## config.mk

```make
export PLATFORM = sky130hd
export DESIGN_NAME = ndr_primitive_encoder
export DESIGN_NICKNAME = d
export VERILOG_FILES = /design/src/rtl/npe_pkg.sv /design/src/rtl/npe_front.sv /design/src/rtl/npe_queue.sv /design/src/rtl/npe_back.sv /design/src/rtl/ndr_primitive_encoder.sv
export SDC_FILE = /design/constraint.sdc
export NUM_CORES = 1
export LEC_CHECK = 0
export BUFFER_PORTS_ARGS = -buffer_cell sky130_fd_sc_hd__buf_2
export CAP_MARGIN = 20
export CORE_UTILIZATION = 45
export DETAILED_ROUTE_END_ITERATION = 7
export PLACE_DENSITY = 0.72
export SLEW_MARGIN = 20
export SYNTH_ARGS = -nofsm -noshare
export SYNTH_HDL_FRONTEND = slang
export SYNTH_SLANG_ARGS = --single-unit
```

## constraint.sdc

```tcl
create_clock -name clk -period 12.2 [get_ports clk]
set_input_delay 2.44 -clock clk [delete_from_list [all_inputs] [get_ports clk]]
set_output_delay 2.44 -clock clk [all_outputs]
set_load 0.02 [all_outputs]
```

## src/rtl/npe_pkg.sv

```systemverilog
`default_nettype none
// ----------------------------------------------------------------------------
// npe_pkg: shared types and constants of the NDR primitive encoder
// Command codes, configuration register indexes, the job descriptor passed
// from the front to the back, and the alignment size mapping.
// ----------------------------------------------------------------------------
package npe_pkg;

  localparam int OFFSET_BITS_DEF = 32;

  // job queue between front and back
  localparam int QDEPTH = 4;
  localparam int QPTR_W = $clog2(QDEPTH);

  localparam logic [31:0] PTR_BASE          = 32'h0002_0000;
  localparam logic [63:0] LOW32_MASK        = 64'h0000_0000_FFFF_FFFF;
  localparam logic [31:0] BUFFER_SIZE_RESET = 32'd4096;

  localparam int CFG_IDX_W = 4;
  localparam logic [CFG_IDX_W-1:0] CFG_BIG_ENDIAN  = 4'd0;
  localparam logic [CFG_IDX_W-1:0] CFG_NDR64_MODE  = 4'd1;
  localparam logic [CFG_IDX_W-1:0] CFG_NO_ALIGN    = 4'd2;
  localparam logic [CFG_IDX_W-1:0] CFG_BUFFER_SIZE = 4'd3;

  typedef enum logic [3:0] {
    CMD_BYTE    = 4'd0,
    CMD_U16     = 4'd1,
    CMD_U32     = 4'd2,
    CMD_U64     = 4'd3,
    CMD_LONG    = 4'd4,
    CMD_ULONG   = 4'd5,
    CMD_ALIGN   = 4'd6,
    CMD_TRAILER = 4'd7,
    CMD_UPTR    = 4'd8,
    CMD_RESTART = 4'd9
  } cmd_t;

  typedef struct packed {
    logic        big_endian;
    logic        ndr64_mode;
    logic        no_align;
    logic [31:0] buffer_size;
  } cfg_t;

  // one command, fully resolved: zero pad bytes, then value bytes in send
  // order (lowest byte first), then a status beat if the command overflowed
  typedef struct packed {
    logic [2:0]  pad_cnt;
    logic [3:0]  val_cnt;
    logic        ovf;
    logic [63:0] bytes;
  } job_t;

  // alignment size as requested -> power of two actually used
  function automatic logic [3:0] map_size(input logic [3:0] s, input logic ndr64);
    logic [3:0] r;
    case (s)
      4'd0, 4'd1: r = 4'd1;
      4'd2:       r = 4'd2;
      4'd3:       r = ndr64 ? 4'd4 : 4'd2;
      4'd4:       r = 4'd4;
      4'd5:       r = ndr64 ? 4'd8 : 4'd4;
      default:    r = 4'd8;
    endcase
    return r;
  endfunction

endpackage
`default_nettype wire

```

## src/rtl/npe_front.sv

```systemverilog
`default_nettype none
// ----------------------------------------------------------------------------
// npe_front: command classifier
// Resolves each accepted command into a job: pad length, value bytes in send
// order and overflow. Owns the write offset and the pointer counter.
// ----------------------------------------------------------------------------
module npe_front #(
  parameter int OFFSET_BITS = npe_pkg::OFFSET_BITS_DEF
) (
  input  logic             clk,
  input  logic             rst,
  input  logic             accept,
  input  logic [3:0]       command,
  input  logic [63:0]      value,
  input  logic [3:0]       align_size,
  input  npe_pkg::cfg_t    cfg,
  output logic             push,
  output npe_pkg::job_t    job
);

  localparam int OW = OFFSET_BITS + 1;
  localparam logic [31:0] LIMIT = 32'((64'(1) << OFFSET_BITS) - 64'(1));

  logic [OFFSET_BITS-1:0] write_offset, write_offset_next;
  logic [29:0]            pointer_counter, pointer_counter_next;
  logic [OFFSET_BITS-1:0] cap, room;
  logic [3:0]             n, psize;
  logic [2:0]             mask, pad, pad_room;
  logic [63:0]            v, rev, ordered;
  logic [OW-1:0]          sum_pad, sum_val, cap_w;
  logic                   pad_ovf, val_ovf, restart, cap_above;

  assign cap = (cfg.buffer_size > LIMIT) ? LIMIT[OFFSET_BITS-1:0]
                                         : cfg.buffer_size[OFFSET_BITS-1:0];

  // decode
  always_comb begin
    n = 4'd0;
    psize = 4'd1;
    v = value;
    restart = 1'b0;
    pointer_counter_next = pointer_counter;
    case (npe_pkg::cmd_t'(command))
      npe_pkg::CMD_BYTE: begin
        n = 4'd1;
        v = {56'd0, value[7:0]};
      end
      npe_pkg::CMD_U16: begin
        n = 4'd2;
        v = {48'd0, value[15:0]};
      end
      npe_pkg::CMD_U32: begin
        n = 4'd4;
        v = value & npe_pkg::LOW32_MASK;
      end
      npe_pkg::CMD_U64: begin
        n = 4'd8;
      end
      npe_pkg::CMD_LONG: begin
        if (cfg.ndr64_mode) begin
          n = 4'd8;
          v = {{32{value[31]}}, value[31:0]};
        end else begin
          n = 4'd4;
          v = value & npe_pkg::LOW32_MASK;
        end
      end
      npe_pkg::CMD_ULONG: begin
        n = cfg.ndr64_mode ? 4'd8 : 4'd4;
        v = value & npe_pkg::LOW32_MASK;
      end
      npe_pkg::CMD_ALIGN: begin
        psize = npe_pkg::map_size(align_size, cfg.ndr64_mode);
      end
      npe_pkg::CMD_TRAILER: begin
        if (cfg.ndr64_mode) psize = npe_pkg::map_size(align_size, 1'b1);
      end
      npe_pkg::CMD_UPTR: begin
        n = cfg.ndr64_mode ? 4'd8 : 4'd4;
        if (value != 64'd0) begin
          v = {32'd0, {pointer_counter, 2'b00} | npe_pkg::PTR_BASE};
          pointer_counter_next = pointer_counter + 30'd1;
        end else begin
          v = 64'd0;
        end
      end
      npe_pkg::CMD_RESTART: begin
        restart = 1'b1;
      end
      default: ;
    endcase
    if (n != 4'd0) psize = n;
  end

  // padding and capacity checks; an offset already past a shrunk buffer
  // only fails once a pad or value byte is actually due
  assign mask      = 3'(psize - 4'd1);
  assign pad       = cfg.no_align ? 3'd0 : ((3'd0 - write_offset[2:0]) & mask);
  assign sum_pad   = {1'b0, write_offset} + OW'(pad);
  assign sum_val   = sum_pad + OW'(n);
  assign cap_w     = {1'b0, cap};
  assign pad_ovf   = (pad != 3'd0) && (sum_pad > cap_w);
  assign val_ovf   = (n != 4'd0) && (sum_val > cap_w);
  assign cap_above = cap > write_offset;
  assign room      = cap - write_offset;
  assign pad_room  = cap_above ? room[2:0] : 3'd0;

  // byte order: back always sends the low byte first
  always_comb begin
    for (int i = 0; i < 8; i++) rev[8*i +: 8] = v[8*(7-i) +: 8];
    case (n)
      4'd2:    ordered = {48'd0, rev[63:48]};
      4'd4:    ordered = {32'd0, rev[63:32]};
      4'd8:    ordered = rev;
      default: ordered = v;
    endcase
    if (!cfg.big_endian) ordered = v;
  end

  always_comb begin
    job.bytes = ordered;
    if (pad_ovf) begin
      job.pad_cnt = pad_room;
      job.val_cnt = 4'd0;
      job.ovf = 1'b1;
      write_offset_next = cap_above ? cap : write_offset;
    end else if (val_ovf) begin
      job.pad_cnt = pad;
      job.val_cnt = 4'd0;
      job.ovf = 1'b1;
      write_offset_next = sum_pad[OFFSET_BITS-1:0];
    end else begin
      job.pad_cnt = pad;
      job.val_cnt = n;
      job.ovf = 1'b0;
      write_offset_next = sum_val[OFFSET_BITS-1:0];
    end
    if (restart) write_offset_next = '0;
  end

  assign push = accept;

  always_ff @(posedge clk) begin
    if (rst) begin
      write_offset <= '0;
      pointer_counter <= '0;
    end else if (accept) begin
      write_offset <= write_offset_next;
      pointer_counter <= restart ? 30'd0 : pointer_counter_next;
    end
  end

endmodule
`default_nettype wire

```

## src/rtl/npe_queue.sv

```systemverilog
`default_nettype none
// ----------------------------------------------------------------------------
// npe_queue: job queue
// Small FIFO of resolved jobs between the front and the back.
// ----------------------------------------------------------------------------
module npe_queue (
  input  logic          clk,
  input  logic          rst,
  input  logic          push,
  input  npe_pkg::job_t din,
  input  logic          pop,
  output npe_pkg::job_t dout,
  output logic          full,
  output logic          empty
);

  localparam int PW = npe_pkg::QPTR_W;

  npe_pkg::job_t   entries [npe_pkg::QDEPTH];
  logic [PW-1:0]   wr_ptr, rd_ptr;
  logic [PW:0]     count;

  assign full  = count == (PW+1)'(npe_pkg::QDEPTH);
  assign empty = count == '0;
  assign dout  = entries[rd_ptr];

  always_ff @(posedge clk) begin
    if (push) entries[wr_ptr] <= din;
  end

  always_ff @(posedge clk) begin
    if (rst) begin
      wr_ptr <= '0;
      rd_ptr <= '0;
      count <= '0;
    end else begin
      if (push) wr_ptr <= wr_ptr + PW'(1);
      if (pop) rd_ptr <= rd_ptr + PW'(1);
      case ({push, pop})
        2'b10:   count <= count + (PW+1)'(1);
        2'b01:   count <= count - (PW+1)'(1);
        default: ;
      endcase
    end
  end

  a_no_push_full: assert property (@(posedge clk) disable iff (rst) push |-> !full)
    else $error("push into full job queue");
  a_no_pop_empty: assert property (@(posedge clk) disable iff (rst) pop |-> !empty)
    else $error("pop from empty job queue");
  a_count_bound: assert property (@(posedge clk) disable iff (rst)
    count <= (PW+1)'(npe_pkg::QDEPTH))
    else $error("job queue count out of range");

endmodule
`default_nettype wire

```

## src/rtl/npe_back.sv

```systemverilog
`default_nettype none
// ----------------------------------------------------------------------------
// npe_back: byte sequencer
// Plays a job out as output beats, one per ready cycle: zero pad, value bytes,
// then a status beat when needed. Output register parts it from the sink.
// ----------------------------------------------------------------------------
module npe_back (
  input  logic          clk,
  input  logic          rst,
  input  logic          q_empty,
  input  npe_pkg::job_t q_head,
  output logic          pop,
  output logic          m_tvalid,
  input  logic          m_tready,
  output logic [7:0]    m_tdata,
  output logic [1:0]    m_tuser,
  output logic          m_tlast
);

  npe_pkg::job_t cur, cur_next;
  logic          cur_valid;
  logic          advance, emit;
  logic [7:0]    beat_byte;
  logic          beat_bv, beat_last, beat_status;

  assign advance = !m_tvalid || m_tready;
  assign emit    = advance && cur_valid;
  assign pop     = !q_empty && (!cur_valid || (emit && beat_last));

  always_comb begin
    cur_next = cur;
    beat_byte = 8'd0;
    beat_bv = 1'b1;
    beat_status = 1'b0;
    if (cur.pad_cnt != 3'd0) begin
      beat_last = (cur.pad_cnt == 3'd1) && (cur.val_cnt == 4'd0) && !cur.ovf;
      cur_next.pad_cnt = cur.pad_cnt - 3'd1;
    end else if (cur.val_cnt != 4'd0) begin
      beat_byte = cur.bytes[7:0];
      beat_last = cur.val_cnt == 4'd1;
      cur_next.bytes = {8'd0, cur.bytes[63:8]};
      cur_next.val_cnt = cur.val_cnt - 4'd1;
    end else begin
      // status-only beat
      beat_bv = 1'b0;
      beat_last = 1'b1;
      beat_status = cur.ovf;
    end
  end

  always_ff @(posedge clk) begin
    if (rst) begin
      cur_valid <= 1'b0;
      m_tvalid <= 1'b0;
    end else begin
      if (advance) m_tvalid <= cur_valid;
      if (pop) begin
        cur_valid <= 1'b1;
      end else if (emit && beat_last) begin
        cur_valid <= 1'b0;
      end
    end
    if (emit) begin
      m_tdata <= beat_byte;
      m_tuser <= {beat_status, beat_bv};
      m_tlast <= beat_last;
    end
    if (pop) begin
      cur <= q_head;
    end else if (emit) begin
      cur <= cur_next;
    end
  end

  a_status_is_last: assert property (@(posedge clk) disable iff (rst)
    m_tvalid && m_tuser[1] |-> m_tlast && !m_tuser[0])
    else $error("overflow status on a non-final or byte beat");
  a_empty_beat_last: assert property (@(posedge clk) disable iff (rst)
    m_tvalid && !m_tuser[0] |-> m_tlast)
    else $error("status-only beat not marked last");
  a_ovf_no_value: assert property (@(posedge clk) disable iff (rst)
    cur_valid && cur.ovf |-> cur.val_cnt == 4'd0)
    else $error("overflowed job still carries value bytes");
  a_val_bound: assert property (@(posedge clk) disable iff (rst)
    cur_valid |-> cur.val_cnt <= 4'd8)
    else $error("value byte count out of range");

endmodule
`default_nettype wire

```

## src/rtl/ndr_primitive_encoder.sv

```systemverilog
`default_nettype none
// ----------------------------------------------------------------------------
// ndr_primitive_encoder: NDR primitive marshalling engine
// Turns push commands (byte, u16/u32/u64, long, ulong, align, trailer align,
// unique pointer, restart) into an aligned byte stream with overflow status.
// ----------------------------------------------------------------------------
//
//  channel  dir  handshake            payload
//  -------  ---  -------------------  --------------------------------------
//  cfg      in   cfg_valid/cfg_ready  cfg_index (register), cfg_data
//  s        in   s_tvalid/s_tready    tuser: command; tdata: value, align_size
//  m        out  m_tvalid/m_tready    tdata: out_byte; tuser: byte_valid,
//                                     status; tlast: last
//
//  Beats: one output beat per cycle while m_tready is high; a command takes
//  pad + value bytes beats (1 to 15), or one status beat when it ends bare;
//  an overflow sends the pad bytes that still fit, then one status beat.
//  The single byte lane of the back sequencer sets that figure;
//  the front classifies one command per cycle into a 4-deep job queue while it has room.
//  Reset (rst, synchronous): offset and pointer counter cleared, config
//  back to little endian, NDR, aligned, buffer size 4096; queue empty.
//  Stalls: s_tready drops only when the job queue is full; m_tready low
//  holds the output register while the front keeps taking commands.
//  cfg_ready is always high; write config only while the block is idle.
//
module ndr_primitive_encoder #(
  parameter int OFFSET_BITS = npe_pkg::OFFSET_BITS_DEF
) (
  input  logic                           clk,
  input  logic                           rst,
  // configuration write channel
  input  logic                           cfg_valid,
  output logic                           cfg_ready,
  input  logic [npe_pkg::CFG_IDX_W-1:0]  cfg_index,
  input  logic [31:0]                    cfg_data,
  // command beats
  input  logic                           s_tvalid,
  output logic                           s_tready,
  input  logic [71:0]                    s_tdata,  // [63:0] value, [67:64] align_size, rest 0
  input  logic [3:0]                     s_tuser,  // [3:0] command
  // output byte beats
  output logic                           m_tvalid,
  input  logic                           m_tready,
  output logic [7:0]                     m_tdata,  // [7:0] out_byte
  output logic [1:0]                     m_tuser,  // [0] byte_valid, [1] status
  output logic                           m_tlast
);

  npe_pkg::cfg_t cfg;
  npe_pkg::job_t front_job, q_head;
  logic          accept, push, pop, q_full, q_empty;

  // config registers
  assign cfg_ready = 1'b1;

  always_ff @(posedge clk) begin
    if (rst) begin
      cfg.big_endian  <= 1'b0;
      cfg.ndr64_mode  <= 1'b0;
      cfg.no_align    <= 1'b0;
      cfg.buffer_size <= npe_pkg::BUFFER_SIZE_RESET;
    end else if (cfg_valid && cfg_ready) begin
      case (cfg_index)
        npe_pkg::CFG_BIG_ENDIAN:  cfg.big_endian  <= cfg_data[0];
        npe_pkg::CFG_NDR64_MODE:  cfg.ndr64_mode  <= cfg_data[0];
        npe_pkg::CFG_NO_ALIGN:    cfg.no_align    <= cfg_data[0];
        npe_pkg::CFG_BUFFER_SIZE: cfg.buffer_size <= cfg_data;
        default: ;
      endcase
    end
  end

  assign s_tready = !q_full;
  assign accept   = s_tvalid && s_tready;

  npe_front #(
    .OFFSET_BITS(OFFSET_BITS)
  ) u_front (
    .clk        (clk),
    .rst        (rst),
    .accept     (accept),
    .command    (s_tuser),
    .value      (s_tdata[63:0]),
    .align_size (s_tdata[67:64]),
    .cfg        (cfg),
    .push       (push),
    .job        (front_job)
  );

  npe_queue u_queue (
    .clk   (clk),
    .rst   (rst),
    .push  (push),
    .din   (front_job),
    .pop   (pop),
    .dout  (q_head),
    .full  (q_full),
    .empty (q_empty)
  );

  npe_back u_back (
    .clk      (clk),
    .rst      (rst),
    .q_empty  (q_empty),
    .q_head   (q_head),
    .pop      (pop),
    .m_tvalid (m_tvalid),
    .m_tready (m_tready),
    .m_tdata  (m_tdata),
    .m_tuser  (m_tuser),
    .m_tlast  (m_tlast)
  );

endmodule
`default_nettype wire

```

Word-level counts from Yosys, hierarchy flattened. Memory sizes are Yosys's and may differ from the RTL's. A register that Yosys moved wholly into a read port is not among the register bits. Index checks and enable logic that the tools add are counted.

Add/sub/neg operators: 12. Bitwise gates (word level): 2. Order comparisons: 4. Equality and inequality tests: 27. Reductions and logical operators: 46. Mux-type cells: 43.

Operators with widths (number): 64-bit case mux with 5 select lines (1); 64-bit two-way mux (4); 32-bit two-way mux (6); 64-bit case mux with 3 select lines (1); 72-bit two-way mux (2); 30-bit two-way mux (3); 33-bit by 32-bit > comparator with 1-bit output (2); 64-bit nonzero test (1); 32-bit by 3-bit adder with 33-bit output (1); 33-bit by 4-bit adder with 33-bit output (1); 32-bit > comparator (1); 32-bit > comparator, second input constant (1); 30-bit by 1-bit adder with 30-bit output, second input constant (1); 4-bit by 2-bit equality test with 1-bit output, second input constant (7); 4-bit by 3-bit equality test with 1-bit output, second input constant (7); 4-bit case mux with 5 select lines (1); 3-bit two-way mux (6); 4-bit by 1-bit equality test with 1-bit output, second input constant (4); 4-bit zero test (4); 3-bit case mux with 5 select lines (1); 2-bit nonzero test (7); 4-bit equality test, second input constant (3); 4-bit two-way mux (3); 3-bit case mux with 2 select lines (2); 29 further kinds (64).

Memories kept: 1. Bits in writable memories: 288. Bits in registers: 189. Word-level logic and storage cells: 154. Output and inout bits: 14.

Memories: u_queue.entries (words 4, width 72, rd ports 1, clocked after memory_dff 1, wr ports 1, RTL line npe_queue.sv:19) `npe_pkg::job_t entries [npe_pkg::QDEPTH];`.

Logic depth before layout (Yosys ltp).
Word-level depth: 16. Gate-level depth with buffers: 38. Mapped depth without buffers: 31.

Cells and area by module. Synthesis repeated with hierarchy kept, for this count alone.

Cell total of the unflattened synthesis: 2119. Area total of the unflattened synthesis: 25702.2 um^2.

By module, submodules not included: npe_queue (seq. area each 8828.5 um^2, area an instance 10901.7 um^2, instances 1, cells each 423); npe_front (seq. area each 1241.2 um^2, area an instance 9476.6 um^2, instances 1, cells each 1326); npe_back (seq. area each 2532.4 um^2, area an instance 3698.5 um^2, instances 1, cells each 212); ndr_primitive_encoder (seq. area each 700.7 um^2, area an instance 1625.3 um^2, instances 1, cells each 158).

Worst setup path before layout. Ideal clock, no wire load.

Kind: input to register. Start: input s_tuser[2]. End: register u_front.write_offset[31]. Arrival: 9417 ps. Setup slack: 2720 ps. Required time: 12137 ps. Cell stages on the path: 32. Path through: clkbuf_1 nor2_1 nand2_1 nor2_1 clkbuf_1 buf_1 nor2_1 ha_1 nor3b_1 ha_1 a211oi_2 nor2_1 xnor2_1 ha_1 a21oi_1 a211o_1 nand3b_1 nor4_2 nand3_1 nor2_1 xnor2_1 ha_1 nand4_1 nor4_1 a41oi_1 nor2_1 o21ba_2 a41o_1 and2_4 buf_6 or4_1 nand3_1.

Longest elaborated chain between the ends: 15.

Ends and longest elaborated chain: from (decl) (RTL line ndr_primitive_encoder.sv:40) `input logic [3:0] s_tuser,`; 4-bit by 3-bit equality test with 1-bit output / 4-bit equality test (equally long branches) (RTL line npe_front.sv:43) `case (npe_pkg::cmd_t'(command))`; 3-bit OR reduction (no line); 4-bit case mux with 5 select lines (RTL line npe_front.sv:43); 4-bit nonzero test (RTL line npe_front.sv:92, npe_front.sv:103); 3-bit two-way mux (RTL line npe_front.sv:92) `if (n != 4'd0) psize = n;`; 3-bit by 1-bit subtractor with 3-bit output (RTL line npe_front.sv:97) `assign mask = 3'(psize - 4'd1);`; 3-bit bitwise AND (RTL line npe_front.sv:98) `assign pad = cfg.no_align ? 3'd0 : ((3'd0 - write_offset[2:0]) & mask);`; 3-bit two-way mux (RTL line npe_front.sv:98); 32-bit by 3-bit adder with 33-bit output (RTL line npe_front.sv:99) `assign sum_pad = {1'b0, write_offset} + OW'(pad);`; 33-bit by 4-bit adder with 33-bit output (RTL line npe_front.sv:100) `assign sum_val = sum_pad + OW'(n);`; 33-bit by 32-bit > comparator with 1-bit output (RTL line npe_front.sv:103) `assign val_ovf = (n != 4'd0) && (sum_val > cap_w);`; 1-bit logical AND (RTL line npe_front.sv:103); 32-bit two-way mux (RTL line npe_front.sv:127) `end else if (val_ovf) begin`; 32-bit two-way mux (RTL line npe_front.sv:122) `if (pad_ovf) begin`; 32-bit two-way mux (RTL line npe_front.sv:138) `if (restart) write_offset_next = '0;`; to (signal assigned) (RTL line npe_front.sv:148) `write_offset <= write_offset_next;`; to (decl) (RTL line npe_front.sv:24) `logic [OFFSET_BITS-1:0] write_offset, write_offset_next;`.

Several ways; a longest one is shown, not always the timed one. A chain may end at the register's enable or synchronous reset.

==> metrics.yaml <==
critical_path:
  crit_path_end_kind: "flip-flop"
  critPathSlowestCell: "nor4_1"
  critPathRequiredTime_ns: 12.55
  cp_max_fo: 17
  crit_arrival_ns: 10.95
  worstSetupPathType: "primary input to flip-flop"
  reg2reg_slack_ns: 3.47
  cpPeakStageDelay_ns: 0.65
  r2r_cells: 30
  worst_r2r_startpoint: "cfg[33]"
  r2r_end: "u_queue.entries[1][66]"
  cp-start-kind: "primary input"
synthesis:
  yosysTopAreaCellShare: 0.444
  post-synth-top-count-cell: "edfxtp_1"
  async_flop_share: 0
  synth_ff_type: "edfxtp_1"
  synth_commonest_cells: "371 x edfxtp_1, 172 x nand2_1, 153 x a21oi_1, 140 x nor2_1, 117 x ha_1"
  synth-edff-count: 371
  synth_area_per_cell_um2: 11.8
  yosysSeqAreaShare: 0.531
  netlist_area_um2: 25100
  synth_nets: 2363
  ys_ff_latch: 479
  synth_cell_types: 95
  yosysTopAreaCell: "edfxtp_1"
  netlist_instances: 2125
  synth_area_leaders: "edfxtp_1 44%, dfxtp_1 8.6%, mux4_2 6.5%"
  yosys_warnings: 0
grt:
  grt_usage: 0.239
  grt_pass1_wl_um: 104000
  first_global_vias: 17700
  grt_start_max_net_pins: 73
  grt-ovfl-total: 0
  grt_antenna_before_repair: 1
detailed_routing:
  vias_per_cell: 6.07
  drc: 0
  drtAntennaViolNets: 0
  routed_wl_um: 68200
  vias: 18300
  first_pass_iters: 6
  initialDrtViolationCount: 1770
  wl_per_cell_um: 22.7
die:
  die-area_um2: 56700
  start_util: 0.455
  ios: 131
  design.core.area_um2: 55100
  die_x_um: 238
  die_h_um: 238
  rows: 86
timing:
  drv_slew: 0
  worst_pin_slew_ns: 1.14
  finalCritPeriodShare: 0.869
  fmax_mhz: 94.3
  clock_skew_ns: 0.0206
  setup-violations-final: 0
  maxSlewHeadroom: 0.237
  rsz0062_at_grt: "false"
  period_minus_slack_ns: 10.60
  hold_viol_final: 0
  tns_ns: 0
job:
  maxCapViolCount: 0
clock_tree:
  cts_tree: "done"
  post_cts_buffers: 0
  cts-buffers-inserted: 50
  clkLatencyLatePin_ns: 0.62
  cts-root-buf: "clkbuf_16"
  ctsHoldBuffers: 0
  htreeDepth: 2
  cts_max_path_buffers: 3
  cts_resized: 0
  path_clk_slew_ns: 0.06
  clock-sinks: 479
min_path:
  hold_start: "cfg[10]"
  min_to: "cfg[10]"
  min_path_cells: 2
  min_path_type: "flip-flop to flip-flop"
cells_and_area:
  drive_above_1_share: 0.182
  multi_input_area_um2: 11000
  fin_cells: 3008
  fill_cells: 4777
  synthToLayoutAreaGrowth_pct: 12.9
  fin_nets: 2457
  insertedDiodeCount: 0
  final-seq-area_um2: 13300
placement:
  dpl.hpwl_um: 46800
  dp.cells: 2912
  gp_congestion: 0.942
  port_buffers: 125
power_and_ir_drop:
  p_leak_nw: 9.93
  max-vdd-ir-drop_uv: 154
  power_density_nw_per_um2: 193
  p_total_mw: 5.45
status:
  status: "finished, final reports clean"
-- worst max-delay path, delay by kind of cell --
kind / cells / cell delay [ns]
simple gates: 16 / 4.33
compound gates: 6 / 1.81
fa+ha+maj: 4 / 1.25
buf+inv: 3 / 0.72
xor+xnor: 2 / 0.38
-- layout make-up --
class                   count  area share
clock buffers              60      0.0470
clock inverters            33      0.0150
inverters                 109      0.0145
multi-input cells        1419       0.387
flip-flops and latches    479       0.470
well taps                 748      0.0331
repair buffers            160      0.0329
-- per-layer routing --
metal  vias up  GRT usage  part of all wire
li1       8324          -                 -
met1      9067      0.329              0.43
met2       761      0.391              0.47
met3       113     0.0270             0.066
met4         0     0.0829             0.031
met5         -          0                 0
-- stage by stage --
stage | utilization | worst slack, ns | cell area (µm²) | hold slack, ns
6_report | 0.514 | 1.60 | 28300 | 0.498
4_1_cts | 0.512 | 1.75 | 28200 | 0.496
5_1_grt | 0.514 | 1.18 | 28300 | 0.510
3_5_place_dp | 0.481 | 1.12 | 26500 | 0.487
3_3_place_gp | 0.481 | 1.31 | 26500 | 0.478
2_1_floorplan | - | 2.72 | 25100 | 0.454
-- power breakdown --
part           switching, mW  internal (mW)
logic                  0.899          0.642
registers              0.122           2.17
clock network          0.664          0.955
total                   1.68           3.77
-- logic make-up after synthesis --
group	Yosys count	share of synthesized area
AO/OA/AOI/OAI	449	0.119
XOR/XNOR	95	0.0335
adder cells (fa/ha/maj)	121	0.0616
buffers and inverters	227	0.0364
flip-flops	479	0.531
multiplexers	134	0.0923
other	1	0.000150
AND/OR/NAND/NOR	619	0.127
-- worst max path at each step --
stage	slack (ns)	start	cells past startpoint	end
4_1_cts	1.75	s_tuser[1]	31	u_queue.entries[1][66]
3_3_place_gp	1.31	s_tuser[1]	32	u_queue.entries[0][66]
2_1_floorplan	2.72	s_tuser[2]	32	u_front.write_offset[31]
3_5_place_dp	1.12	s_tuser[1]	31	u_queue.entries[1][66]
5_1_grt	1.18	s_tuser[1]	31	u_queue.entries[1][66]
6_report	1.60	s_tuser[1]	31	u_queue.entries[1][66]
-- flip-flops by register name (all words and copies together), names as in the netlist, named ones only --
signal                   cells
u_front.pointer_counter     30
u_back.m_tuser               2
u_back.cur                  72
u_queue.wr_ptr               2
u_back.m_tlast               1
u_back.m_tdata               8
u_queue.rd_ptr               2
u_queue.entries            288
u_front.write_offset        32
u_queue.count                3
cfg                         35
u_back.cur_valid             1
u_back.m_tvalid              1
-- layout by cell type (no fill, tap or decap), types with 56 or more instances in the layout --
cell type,n
inv_1,106
a21oi_1,152
buf_2,125
ha_1,117
mux2_2,57
nor2_1,136
xnor2_1,66
nand2_1,171
dfxtp_1,106
edfxtp_1,371
nand3_1,56
mux4_2,72
Power figures use the tool's default switching activity.
